$ cat config.mk
export PLATFORM = sky130hd
export DESIGN_NAME = touch_stylus_qualifier_core
export DESIGN_NICKNAME = d
export VERILOG_FILES = /design/src/rtl/tsq_pkg.sv /design/src/rtl/tsq_csr.sv /design/src/rtl/tsq_ctrl.sv /design/src/rtl/tsq_datapath.sv /design/src/rtl/touch_stylus_qualifier_core.sv
export SDC_FILE = /design/constraint.sdc
export NUM_CORES = 1
export LEC_CHECK = 0
export BUFFER_PORTS_ARGS = -buffer_cell sky130_fd_sc_hd__buf_4
export CAP_MARGIN = 20
export CORE_ASPECT_RATIO = 1.4
export CORE_MARGIN = 4
export CORE_UTILIZATION = 55
export DETAILED_ROUTE_END_ITERATION = 10
export GPL_ROUTABILITY_DRIVEN = 0
export PLACE_DENSITY = 0.75
export SYNTH_ARGS = -nofsm -noshare
export SYNTH_HDL_FRONTEND = slang
export SYNTH_SLANG_ARGS = --single-unit
$ cat constraint.sdc
create_clock -name clock -period 13.9 [get_ports clock]
set_clock_uncertainty 0.1 [all_clocks]
set_input_delay 2.085 -clock clock [delete_from_list [all_inputs] [get_ports clock]]
set_output_delay 2.085 -clock clock [all_outputs]
set_load 0.1 [all_outputs]
$ cat src/rtl/tsq_pkg.sv
// ----------------------------------------------------------------------------
// tsq_pkg
// Shared types, register map and constants of the touch stylus qualifier.
// ----------------------------------------------------------------------------
`timescale 1ns / 1ps

package tsq_pkg;

   localparam int TIME_BITS_DEF = 16;

   // register map, word index = paddr[3:2]
   localparam int          CSR_ADDR_W = 4;
   localparam logic [1:0]  REG_WINDOW = 2'd0;
   localparam logic [1:0]  REG_X_OFF  = 2'd1;
   localparam logic [1:0]  REG_Y_OFF  = 2'd2;

   localparam logic [15:0] WINDOW_RST = 16'd45;
   localparam logic [11:0] X_OFF_RST  = 12'h113;
   localparam logic [11:0] Y_OFF_RST  = 12'h0E0;

   // pressure saturates here when the divisor plate reads zero
   localparam logic [14:0] PRESSURE_SAT = 15'd16383;

   // divide by 14 and by 19: q = (n * M) >> 20, exact for n < 4096
   localparam int          RECIP_SHIFT = 20;
   localparam logic [16:0] RECIP_X     = 17'd74899;
   localparam logic [15:0] RECIP_Y     = 16'd55189;

   // radix-2 divider: 14-bit dividend, 12-bit divisor
   localparam int DIV_STEPS = 14;
   localparam int DIV_CNT_W = $clog2(DIV_STEPS);

   localparam int REQ_W = 72;
   localparam int RSP_W = 72;

   typedef struct packed {
      logic [15:0] window;
      logic [11:0] x_off;
      logic [11:0] y_off;
   } cfg_type;

   typedef struct packed {
      logic load;
      logic mul;
      logic step;
      logic commit;
   } cmd_type;

   typedef enum logic [3:0] {
      ST_IDLE = 4'b0001,
      ST_MUL  = 4'b0010,
      ST_DIV  = 4'b0100,
      ST_DONE = 4'b1000
   } state_type;

endpackage

$ cat src/rtl/tsq_csr.sv
// ----------------------------------------------------------------------------
// tsq_csr
// Configuration registers behind the APB-style port.
// ----------------------------------------------------------------------------
`timescale 1ns / 1ps

module tsq_csr import tsq_pkg::*; (
   input  logic                  clock,
   input  logic                  reset,
   input  logic                  csr_psel,
   input  logic                  csr_penable,
   input  logic                  csr_pwrite,
   input  logic [CSR_ADDR_W-1:0] csr_paddr,
   input  logic [31:0]           csr_pwdata,
   output logic [31:0]           csr_prdata,
   output logic                  csr_pready,
   output cfg_type               cfg
);

   cfg_type    cfg_ff, cfg_in;
   logic       wr_en;
   logic [1:0] idx;

   assign csr_pready = 1'b1;
   assign wr_en      = csr_psel & csr_penable & csr_pwrite & csr_pready;
   assign idx        = csr_paddr[3:2];

   always_comb begin
      cfg_in = cfg_ff;
      if (wr_en) begin
         case (idx)
            REG_WINDOW: cfg_in.window = csr_pwdata[15:0];
            REG_X_OFF:  cfg_in.x_off  = csr_pwdata[11:0];
            REG_Y_OFF:  cfg_in.y_off  = csr_pwdata[11:0];
            default:    cfg_in = cfg_ff;
         endcase
      end
   end

   always_ff @(posedge clock) begin
      if (reset) begin
         cfg_ff.window <= WINDOW_RST;
         cfg_ff.x_off  <= X_OFF_RST;
         cfg_ff.y_off  <= Y_OFF_RST;
      end else begin
         cfg_ff <= cfg_in;
      end
   end

   always_comb begin
      case (idx)
         REG_WINDOW: csr_prdata = {16'd0, cfg_ff.window};
         REG_X_OFF:  csr_prdata = {20'd0, cfg_ff.x_off};
         REG_Y_OFF:  csr_prdata = {20'd0, cfg_ff.y_off};
         default:    csr_prdata = 32'd0;
      endcase
   end

   assign cfg = cfg_ff;

endmodule

$ cat src/rtl/tsq_ctrl.sv
// ----------------------------------------------------------------------------
// tsq_ctrl
// Sequencer: accept, multiply, divider steps, commit into the output register.
// ----------------------------------------------------------------------------
`timescale 1ns / 1ps

module tsq_ctrl import tsq_pkg::*; (
   input  logic    clock,
   input  logic    reset,
   input  logic    req_tvalid,
   output logic    req_tready,
   output logic    rsp_tvalid,
   input  logic    rsp_tready,
   output cmd_type cmd
);

   state_type            state_ff, state_in;
   logic [DIV_CNT_W-1:0] cnt_ff, cnt_in;
   logic                 rsp_valid_ff, rsp_valid_in;
   logic                 out_free;

   assign req_tready = (state_ff == ST_IDLE);
   assign rsp_tvalid = rsp_valid_ff;
   assign out_free   = ~rsp_valid_ff | rsp_tready;

   always_comb begin
      state_in   = state_ff;
      cnt_in     = cnt_ff;
      cmd        = '0;
      case (state_ff)
         ST_IDLE: begin
            if (req_tvalid) begin
               cmd.load = 1'b1;
               state_in = ST_MUL;
            end
         end
         ST_MUL: begin
            cmd.mul  = 1'b1;
            cnt_in   = '0;
            state_in = ST_DIV;
         end
         ST_DIV: begin
            cmd.step = 1'b1;
            cnt_in   = cnt_ff + 1'b1;
            if (cnt_ff == DIV_CNT_W'(DIV_STEPS - 1)) begin
               state_in = ST_DONE;
            end
         end
         ST_DONE: begin
            // wait here while the previous result is still not taken
            if (out_free) begin
               cmd.commit = 1'b1;
               state_in   = ST_IDLE;
            end
         end
         default: state_in = ST_IDLE;
      endcase
   end

   always_comb begin
      rsp_valid_in = rsp_valid_ff;
      if (rsp_tready) begin
         rsp_valid_in = 1'b0;
      end
      if (cmd.commit) begin
         rsp_valid_in = 1'b1;
      end
   end

   always_ff @(posedge clock) begin
      if (reset) begin
         state_ff     <= ST_IDLE;
         cnt_ff       <= '0;
         rsp_valid_ff <= 1'b0;
      end else begin
         state_ff     <= state_in;
         cnt_ff       <= cnt_in;
         rsp_valid_ff <= rsp_valid_in;
      end
   end

endmodule

$ cat src/rtl/tsq_datapath.sv
// ----------------------------------------------------------------------------
// tsq_datapath
// Sample capture, products, radix-2 pressure divider, pen state and result.
// ----------------------------------------------------------------------------
`timescale 1ns / 1ps

module tsq_datapath import tsq_pkg::*; #(
   parameter int TIME_BITS = TIME_BITS_DEF
) (
   input  logic             clock,
   input  logic             reset,
   input  logic [REQ_W-1:0] req_tdata,
   input  cfg_type          cfg,
   input  cmd_type          cmd,
   output logic [RSP_W-1:0] rsp_tdata
);

   localparam int CMP_W = (TIME_BITS + 1 > 16) ? TIME_BITS + 1 : 16;
   localparam logic [TIME_BITS-1:0] TIME_MAX = {TIME_BITS{1'b1}};

   // captured sample
   logic        touch_ff;
   logic [11:0] rx_ff, ry_ff, z1_ff, z2_ff;
   logic [7:0]  px_ff, py_ff;

   // products
   logic        cx_neg_ff, cy_neg_ff;
   logic [28:0] cx_prod_ff;
   logic [27:0] cy_prod_ff;

   // divider
   logic [11:0] rem_ff, rem_in;
   logic [13:0] quo_ff, quo_in;

   // pen state
   logic                 held_ff, held_in;
   logic [TIME_BITS-1:0] press_ff, press_in, release_ff, release_in;
   logic [7:0]           last_x_ff, last_x_in, last_y_ff, last_y_in;
   logic [8:0]           spd_x_ff, spd_x_in, spd_y_ff, spd_y_in;
   logic [9:0]           cal_x_ff, cal_x_in;
   logic [8:0]           cal_y_ff, cal_y_in;

   logic [RSP_W-1:0] rsp_ff, rsp_in;

   logic [12:0] dx, dy, mag_x, mag_y;
   logic [19:0] zprod;
   logic [12:0] shift;
   logic        ge;
   logic        new_press, released, dbl;
   logic [CMP_W-1:0] tsum;
   logic [14:0] pressure;
   logic [9:0]  qx;
   logic [8:0]  qy;

   always_ff @(posedge clock) begin
      if (cmd.load) begin
         touch_ff <= req_tdata[0];
         rx_ff    <= req_tdata[12:1];
         ry_ff    <= req_tdata[24:13];
         px_ff    <= req_tdata[32:25];
         py_ff    <= req_tdata[40:33];
         z1_ff    <= req_tdata[52:41];
         z2_ff    <= req_tdata[64:53];
      end
   end

   // calibration: signed difference, magnitude times reciprocal
   assign dx    = {1'b0, rx_ff} - {1'b0, cfg.x_off};
   assign dy    = {1'b0, ry_ff} - {1'b0, cfg.y_off};
   assign mag_x = dx[12] ? (13'd0 - dx) : dx;
   assign mag_y = dy[12] ? (13'd0 - dy) : dy;
   assign zprod = px_ff * z2_ff;

   always_ff @(posedge clock) begin
      if (cmd.mul) begin
         cx_neg_ff  <= dx[12];
         cy_neg_ff  <= dy[12];
         cx_prod_ff <= mag_x[11:0] * RECIP_X;
         cy_prod_ff <= mag_y[11:0] * RECIP_Y;
      end
   end

   // restoring divider, one quotient bit per step
   assign shift = {rem_ff, quo_ff[13]};
   assign ge    = (shift >= {1'b0, z1_ff});

   always_comb begin
      rem_in = rem_ff;
      quo_in = quo_ff;
      if (cmd.mul) begin
         rem_in = '0;
         quo_in = zprod[19:6];
      end else if (cmd.step) begin
         rem_in = ge ? 12'(shift - {1'b0, z1_ff}) : shift[11:0];
         quo_in = {quo_ff[12:0], ge};
      end
   end

   always_ff @(posedge clock) begin
      rem_ff <= rem_in;
      quo_ff <= quo_in;
   end

   // result and state update
   assign new_press = touch_ff & ~held_ff;
   assign released  = ~touch_ff & held_ff;
   assign tsum      = CMP_W'(press_ff) + CMP_W'(release_ff);
   assign dbl       = new_press & (tsum < CMP_W'(cfg.window));
   assign pressure  = (z1_ff == 12'd0) ? PRESSURE_SAT
                                       : ({1'b0, quo_ff} - 15'(px_ff[7:6]));
   assign qx = cx_prod_ff[RECIP_SHIFT +: 9] == 9'd0 ? 10'd0
                                                    : {1'b0, cx_prod_ff[RECIP_SHIFT +: 9]};
   assign qy = {1'b0, cy_prod_ff[RECIP_SHIFT +: 8]};

   always_comb begin
      held_in    = held_ff;
      press_in   = press_ff;
      release_in = release_ff;
      last_x_in  = last_x_ff;
      last_y_in  = last_y_ff;
      spd_x_in   = spd_x_ff;
      spd_y_in   = spd_y_ff;
      cal_x_in   = cal_x_ff;
      cal_y_in   = cal_y_ff;
      rsp_in     = rsp_ff;
      if (cmd.commit) begin
         held_in = touch_ff;
         if (touch_ff) begin
            if (new_press) begin
               press_in = TIME_BITS'(1);
               spd_x_in = '0;
               spd_y_in = '0;
            end else begin
               press_in = (press_ff == TIME_MAX) ? TIME_MAX : press_ff + 1'b1;
               spd_x_in = {1'b0, px_ff} - {1'b0, last_x_ff};
               spd_y_in = {1'b0, py_ff} - {1'b0, last_y_ff};
            end
            cal_x_in  = cx_neg_ff ? (10'd0 - qx) : qx;
            cal_y_in  = cy_neg_ff ? (9'd0 - qy) : qy;
            last_x_in = px_ff;
            last_y_in = py_ff;
         end else begin
            if (released) begin
               release_in = TIME_BITS'(1);
            end else begin
               release_in = (release_ff == TIME_MAX) ? TIME_MAX : release_ff + 1'b1;
            end
         end
         rsp_in = {spd_y_in, spd_x_in, last_y_in, last_x_in, cal_y_in, cal_x_in,
                   pressure, dbl, released, new_press, touch_ff};
      end
   end

   always_ff @(posedge clock) begin
      if (reset) begin
         held_ff    <= 1'b0;
         press_ff   <= '0;
         release_ff <= '0;
         last_x_ff  <= '0;
         last_y_ff  <= '0;
         spd_x_ff   <= '0;
         spd_y_ff   <= '0;
         cal_x_ff   <= '0;
         cal_y_ff   <= '0;
      end else begin
         held_ff    <= held_in;
         press_ff   <= press_in;
         release_ff <= release_in;
         last_x_ff  <= last_x_in;
         last_y_ff  <= last_y_in;
         spd_x_ff   <= spd_x_in;
         spd_y_ff   <= spd_y_in;
         cal_x_ff   <= cal_x_in;
         cal_y_ff   <= cal_y_in;
      end
   end

   always_ff @(posedge clock) begin
      rsp_ff <= rsp_in;
   end

   assign rsp_tdata = rsp_ff;

endmodule

$ cat src/rtl/touch_stylus_qualifier_core.sv
// ----------------------------------------------------------------------------
// touch_stylus_qualifier_core
// Pen event, double tap, pressure and calibrated position from touch samples.
// ----------------------------------------------------------------------------
//   channel   direction  handshake                  contents
//   req_*     in         tvalid/tready              one touch-panel sample
//   rsp_*     out        tvalid/tready              flags, pressure, position
//   csr_*     in/out     psel/penable, pready=1     tap window, raw offsets
//
// An item passes through accept, a multiply step, 14 steps of the
// radix-2 pressure divider and one commit into the output register.
// The next sample is accepted right after commit, while the result waits.
// A stalled result port holds the block in its commit state.
// Reset is synchronous; it clears pen state and loads register defaults.
// ----------------------------------------------------------------------------
`timescale 1ns / 1ps

module touch_stylus_qualifier_core import tsq_pkg::*; #(
   parameter int TIME_BITS = TIME_BITS_DEF
) (
   input  logic                  clock,
   input  logic                  reset,
   input  logic                  req_tvalid,
   output logic                  req_tready,
   // pen_touching, raw_x, raw_y, pixel_x, pixel_y, plate_z1, plate_z2, zero pad
   input  logic [REQ_W-1:0]      req_tdata,
   output logic                  rsp_tvalid,
   input  logic                  rsp_tready,
   // is_held, new_press, just_released, double_tap, pressure, calib_x,
   // calib_y, pos_x, pos_y, vel_x, vel_y
   output logic [RSP_W-1:0]      rsp_tdata,
   input  logic                  csr_psel,
   input  logic                  csr_penable,
   input  logic                  csr_pwrite,
   input  logic [CSR_ADDR_W-1:0] csr_paddr,
   input  logic [31:0]           csr_pwdata,
   output logic [31:0]           csr_prdata,
   output logic                  csr_pready
);

   cfg_type cfg;
   cmd_type cmd;

   tsq_csr u_csr (
      .clock       (clock),
      .reset       (reset),
      .csr_psel    (csr_psel),
      .csr_penable (csr_penable),
      .csr_pwrite  (csr_pwrite),
      .csr_paddr   (csr_paddr),
      .csr_pwdata  (csr_pwdata),
      .csr_prdata  (csr_prdata),
      .csr_pready  (csr_pready),
      .cfg         (cfg)
   );

   tsq_ctrl u_ctrl (
      .clock      (clock),
      .reset      (reset),
      .req_tvalid (req_tvalid),
      .req_tready (req_tready),
      .rsp_tvalid (rsp_tvalid),
      .rsp_tready (rsp_tready),
      .cmd        (cmd)
   );

   tsq_datapath #(
      .TIME_BITS (TIME_BITS)
   ) u_datapath (
      .clock     (clock),
      .reset     (reset),
      .req_tdata (req_tdata),
      .cfg       (cfg),
      .cmd       (cmd),
      .rsp_tdata (rsp_tdata)
   );

endmodule

==> results.toml <==
[setup_path]
critPathSlowestCell = "fa_1"
path_class = "reg2reg"
worst_path_largest_cell_delay_ps = 560
cp.required_ps = 14100
crit_family = "adder cells"
end_kind = "flip-flop"
arrival_ps = 8320
critPathLaunchType = "flip-flop"
cp_num_buf_inv = 5
worst_path_most_repeated_cell = "fa_1"
path_max_fanout = 11

[synth]
ys_top_cells_by_count = "inv_1, ha_1, nand2_1, edfxtp_1, a21oi_1"
synth_edf_count = 170
mappedNetlistArea_um2 = 24940
synth_top_cell_area_share_pct = 20.47
syn_avg_cell_area_um2 = 9.334
ys_types = 80
synth_top_cell_by_area = "edfxtp_1"
async_flop_share_pct = 0
synth_seq_cells = 317
yosysMostFrequentCell = "inv_1"
syn_inst = 2672
synth_ff_type = "edfxtp_1"
synth_area_leaders = "edfxtp_1, ha_1, fa_1"
seq_area_frac_synth_pct = 32.27
ys_warn_count = 0

[status]
status = "finished clean"

[detailed_routing]
postRouteAntennaNets = 0
firstDrtPassIters = 5
vias = 19460
wl_um = 58650
drt-wirelength-per-cell_um = 17.23
via_per_inst = 5.715
first_iter_violations = 1139
drc_errors = 0

[die]
pin_count = 222
start_util_pct = 55.55
rows = 92
dieArea_um2 = 48860
core_area_um2 = 44890
die_y_um = 260.0
die_w_um = 188.0

[global_routing]
antenna_found_initial = 1
grt_use_total_pct = 23.93
grt_pass1_vias = 20010
grt_max_degree = 94
grt_pass1_wl_um = 96860
overflow = 0

[clock_tree]
cts_tree = "yes"
post_cts_buffers = 0
ctsResizeCount = 0
worst_skew_pair.late_latency_ps = 550
cts_root_buffer = "clkbuf_16"
clock_sinks = 317
h-tree-depth = 2
cts_buffer_depth = 3
postCtsHoldBufs = 0
clkTransAtPathRegs_ps = 60
cts_buffers = 34

[layout]
drive_gt1_share_pct = 9.648
nets = 3383
area_growth_pct = 11.49
stdcell_count = 3405
utilization_pct = 61.94

[place]
hpwl_um = 45300
dpl.cell_count = 3343
io_buffer_count = 179

[sta]
max_slew_margin_pct = 28.83
setup_viol = 0
hold_ws_ps = 354.2
finalHoldViolCount = 0
post-route-min-period_ps = 8122
tightest_slew_ps = 1065
slew_violations = 0
fmax_ghz = 0.1231
period_share_pct = 58.43
rsz0062_at_grt = "no"
finalSetupTns_ps = 0

[run]
maxCapViolations = 0

[worst_hold_path]
hold_class = "reg2reg"
## worst register-to-register path: stages, from the launching register on
cell and delay (ps):
dfxtp_1 450, ha_1 220, inv_1 50, fa_1 410, a21o_1 200, a21oi_1 260, o211ai_1 180, a32oi_1 260
o2bb2ai_1 380, inv_1 180, a31oi_1 300, xor2_1 530, fa_1 560, fa_1 510, fa_1 560, inv_1 60
fa_1 530, inv_1 60, fa_1 530, inv_1 40, ha_1 270, o21a_1 110, o21ai_0 70, a31o_2 250
a21oi_1 280, a41oi_1 210, nor2b_1 180, xnor2_1 120
## state kept, by name, summed over array words and instances (netlist names), 10 cells and up
register	flops
u_csr.cfg	40
u_datapath.cal_x_ff	10
u_datapath.press_ff	16
u_datapath.quo_ff	14
u_datapath.release_ff	16
u_datapath.rem_ff	12
u_datapath.rsp_tdata	72
u_datapath.rx_ff	12
u_datapath.ry_ff	12
u_datapath.z1_ff	12
u_datapath.z2_ff	12
## cells in the final DEF (no fill, tap or decap), types with 21 or more instances in the layout
| cell | netlist | layout |
|---|---|---|
| fa_1 | 154 | 154 |
| a21oi_1 | 155 | 155 |
| edfxtp_1 | 170 | 170 |
| clkbuf_16 | 0 | 35 |
| nor2b_1 | 27 | 27 |
| ha_1 | 299 | 299 |
| and3_1 | 24 | 23 |
| nand3_1 | 50 | 50 |
| nand2_1 | 285 | 285 |
| mux2i_1 | 23 | 23 |
| o21ai_0 | 111 | 111 |
| nand2b_1 | 21 | 21 |
| xnor2_1 | 72 | 72 |
| xor2_1 | 44 | 44 |
| dfxtp_1 | 147 | 147 |
| a21o_1 | 35 | 35 |
| buf_4 | 17 | 189 |
| inv_1 | 380 | 380 |
| a211oi_1 | 31 | 31 |
| nor3_1 | 65 | 64 |
| nor2_1 | 153 | 153 |
| and2_1 | 51 | 50 |
## area by class of cell
type | count | area [µm²]
inverter | 381 | 1433
clock inverter | 15 | 116.4
tap | 564 | 705.7
antenna | 1 | 2.502
timing repair buffer | 190 | 1430
fill | 3703 | 17090
multi-input combinational | 1891 | 15100
clock buffer | 46 | 967.2
sequential | 317 | 8048
## metal layers
metal | part of all wire [%] | global-route usage [%] | vias up
li1 | - | - | 9381
met1 | 39 | 27.70 | 9434
met2 | 52 | 44.13 | 508
met3 | 5.1 | 3.625 | 138
met4 | 4.2 | 9.874 | 0
met5 | 0 | 0 | -
## path summary, 6_finish.rpt
check	startpoint	to	slack, ps	cells past startpoint
max	u_csr.cfg[0]$_SDFFE_PP0P_	u_datapath.cy_prod_ff[25]$_DFFE_PN_	5780	27
min	u_datapath.cal_x_ff[0]$_SDFFE_PP0P_	u_datapath.cal_x_ff[0]$_SDFFE_PP0P_	350	2
max reg2reg	u_csr.cfg[0]$_SDFFE_PP0P_	u_datapath.cy_prod_ff[25]$_DFFE_PN_	5780	27
min reg2reg	u_datapath.cal_x_ff[0]$_SDFFE_PP0P_	u_datapath.cal_x_ff[0]$_SDFFE_PP0P_	350	2
## per-stage QoR
stage                     setup slack [ps]  area, µm²
after floorplan                       6610      25000
after global placement                5937      26710
after detailed placement              5754      26720
after CTS                             5728      27800
after global routing                  5319      27800
final                                 5778      27810
## logic make-up (layout without fill, tap and decap cells)
| family | Yosys count | count (layout) | synth area share, % |
|---|---|---|---|
| buffers and inverters | 479 | 632 | 7.480 |
| AOI/OAI and AO/OA | 526 | 526 | 13.58 |
| muxes | 29 | 29 | 1.209 |
| and+or+nand+nor | 750 | 750 | 14.00 |
| adders and majority gates | 453 | 453 | 27.36 |
| DFF | 317 | 317 | 32.27 |
| other | 2 | 18 | 0.03011 |
| xor gates and xnor gates | 116 | 116 | 4.074 |
Power is left out: the tool's default activity adds up to more than one toggle a clock period on the data nets, which glitch-free logic cannot reach.
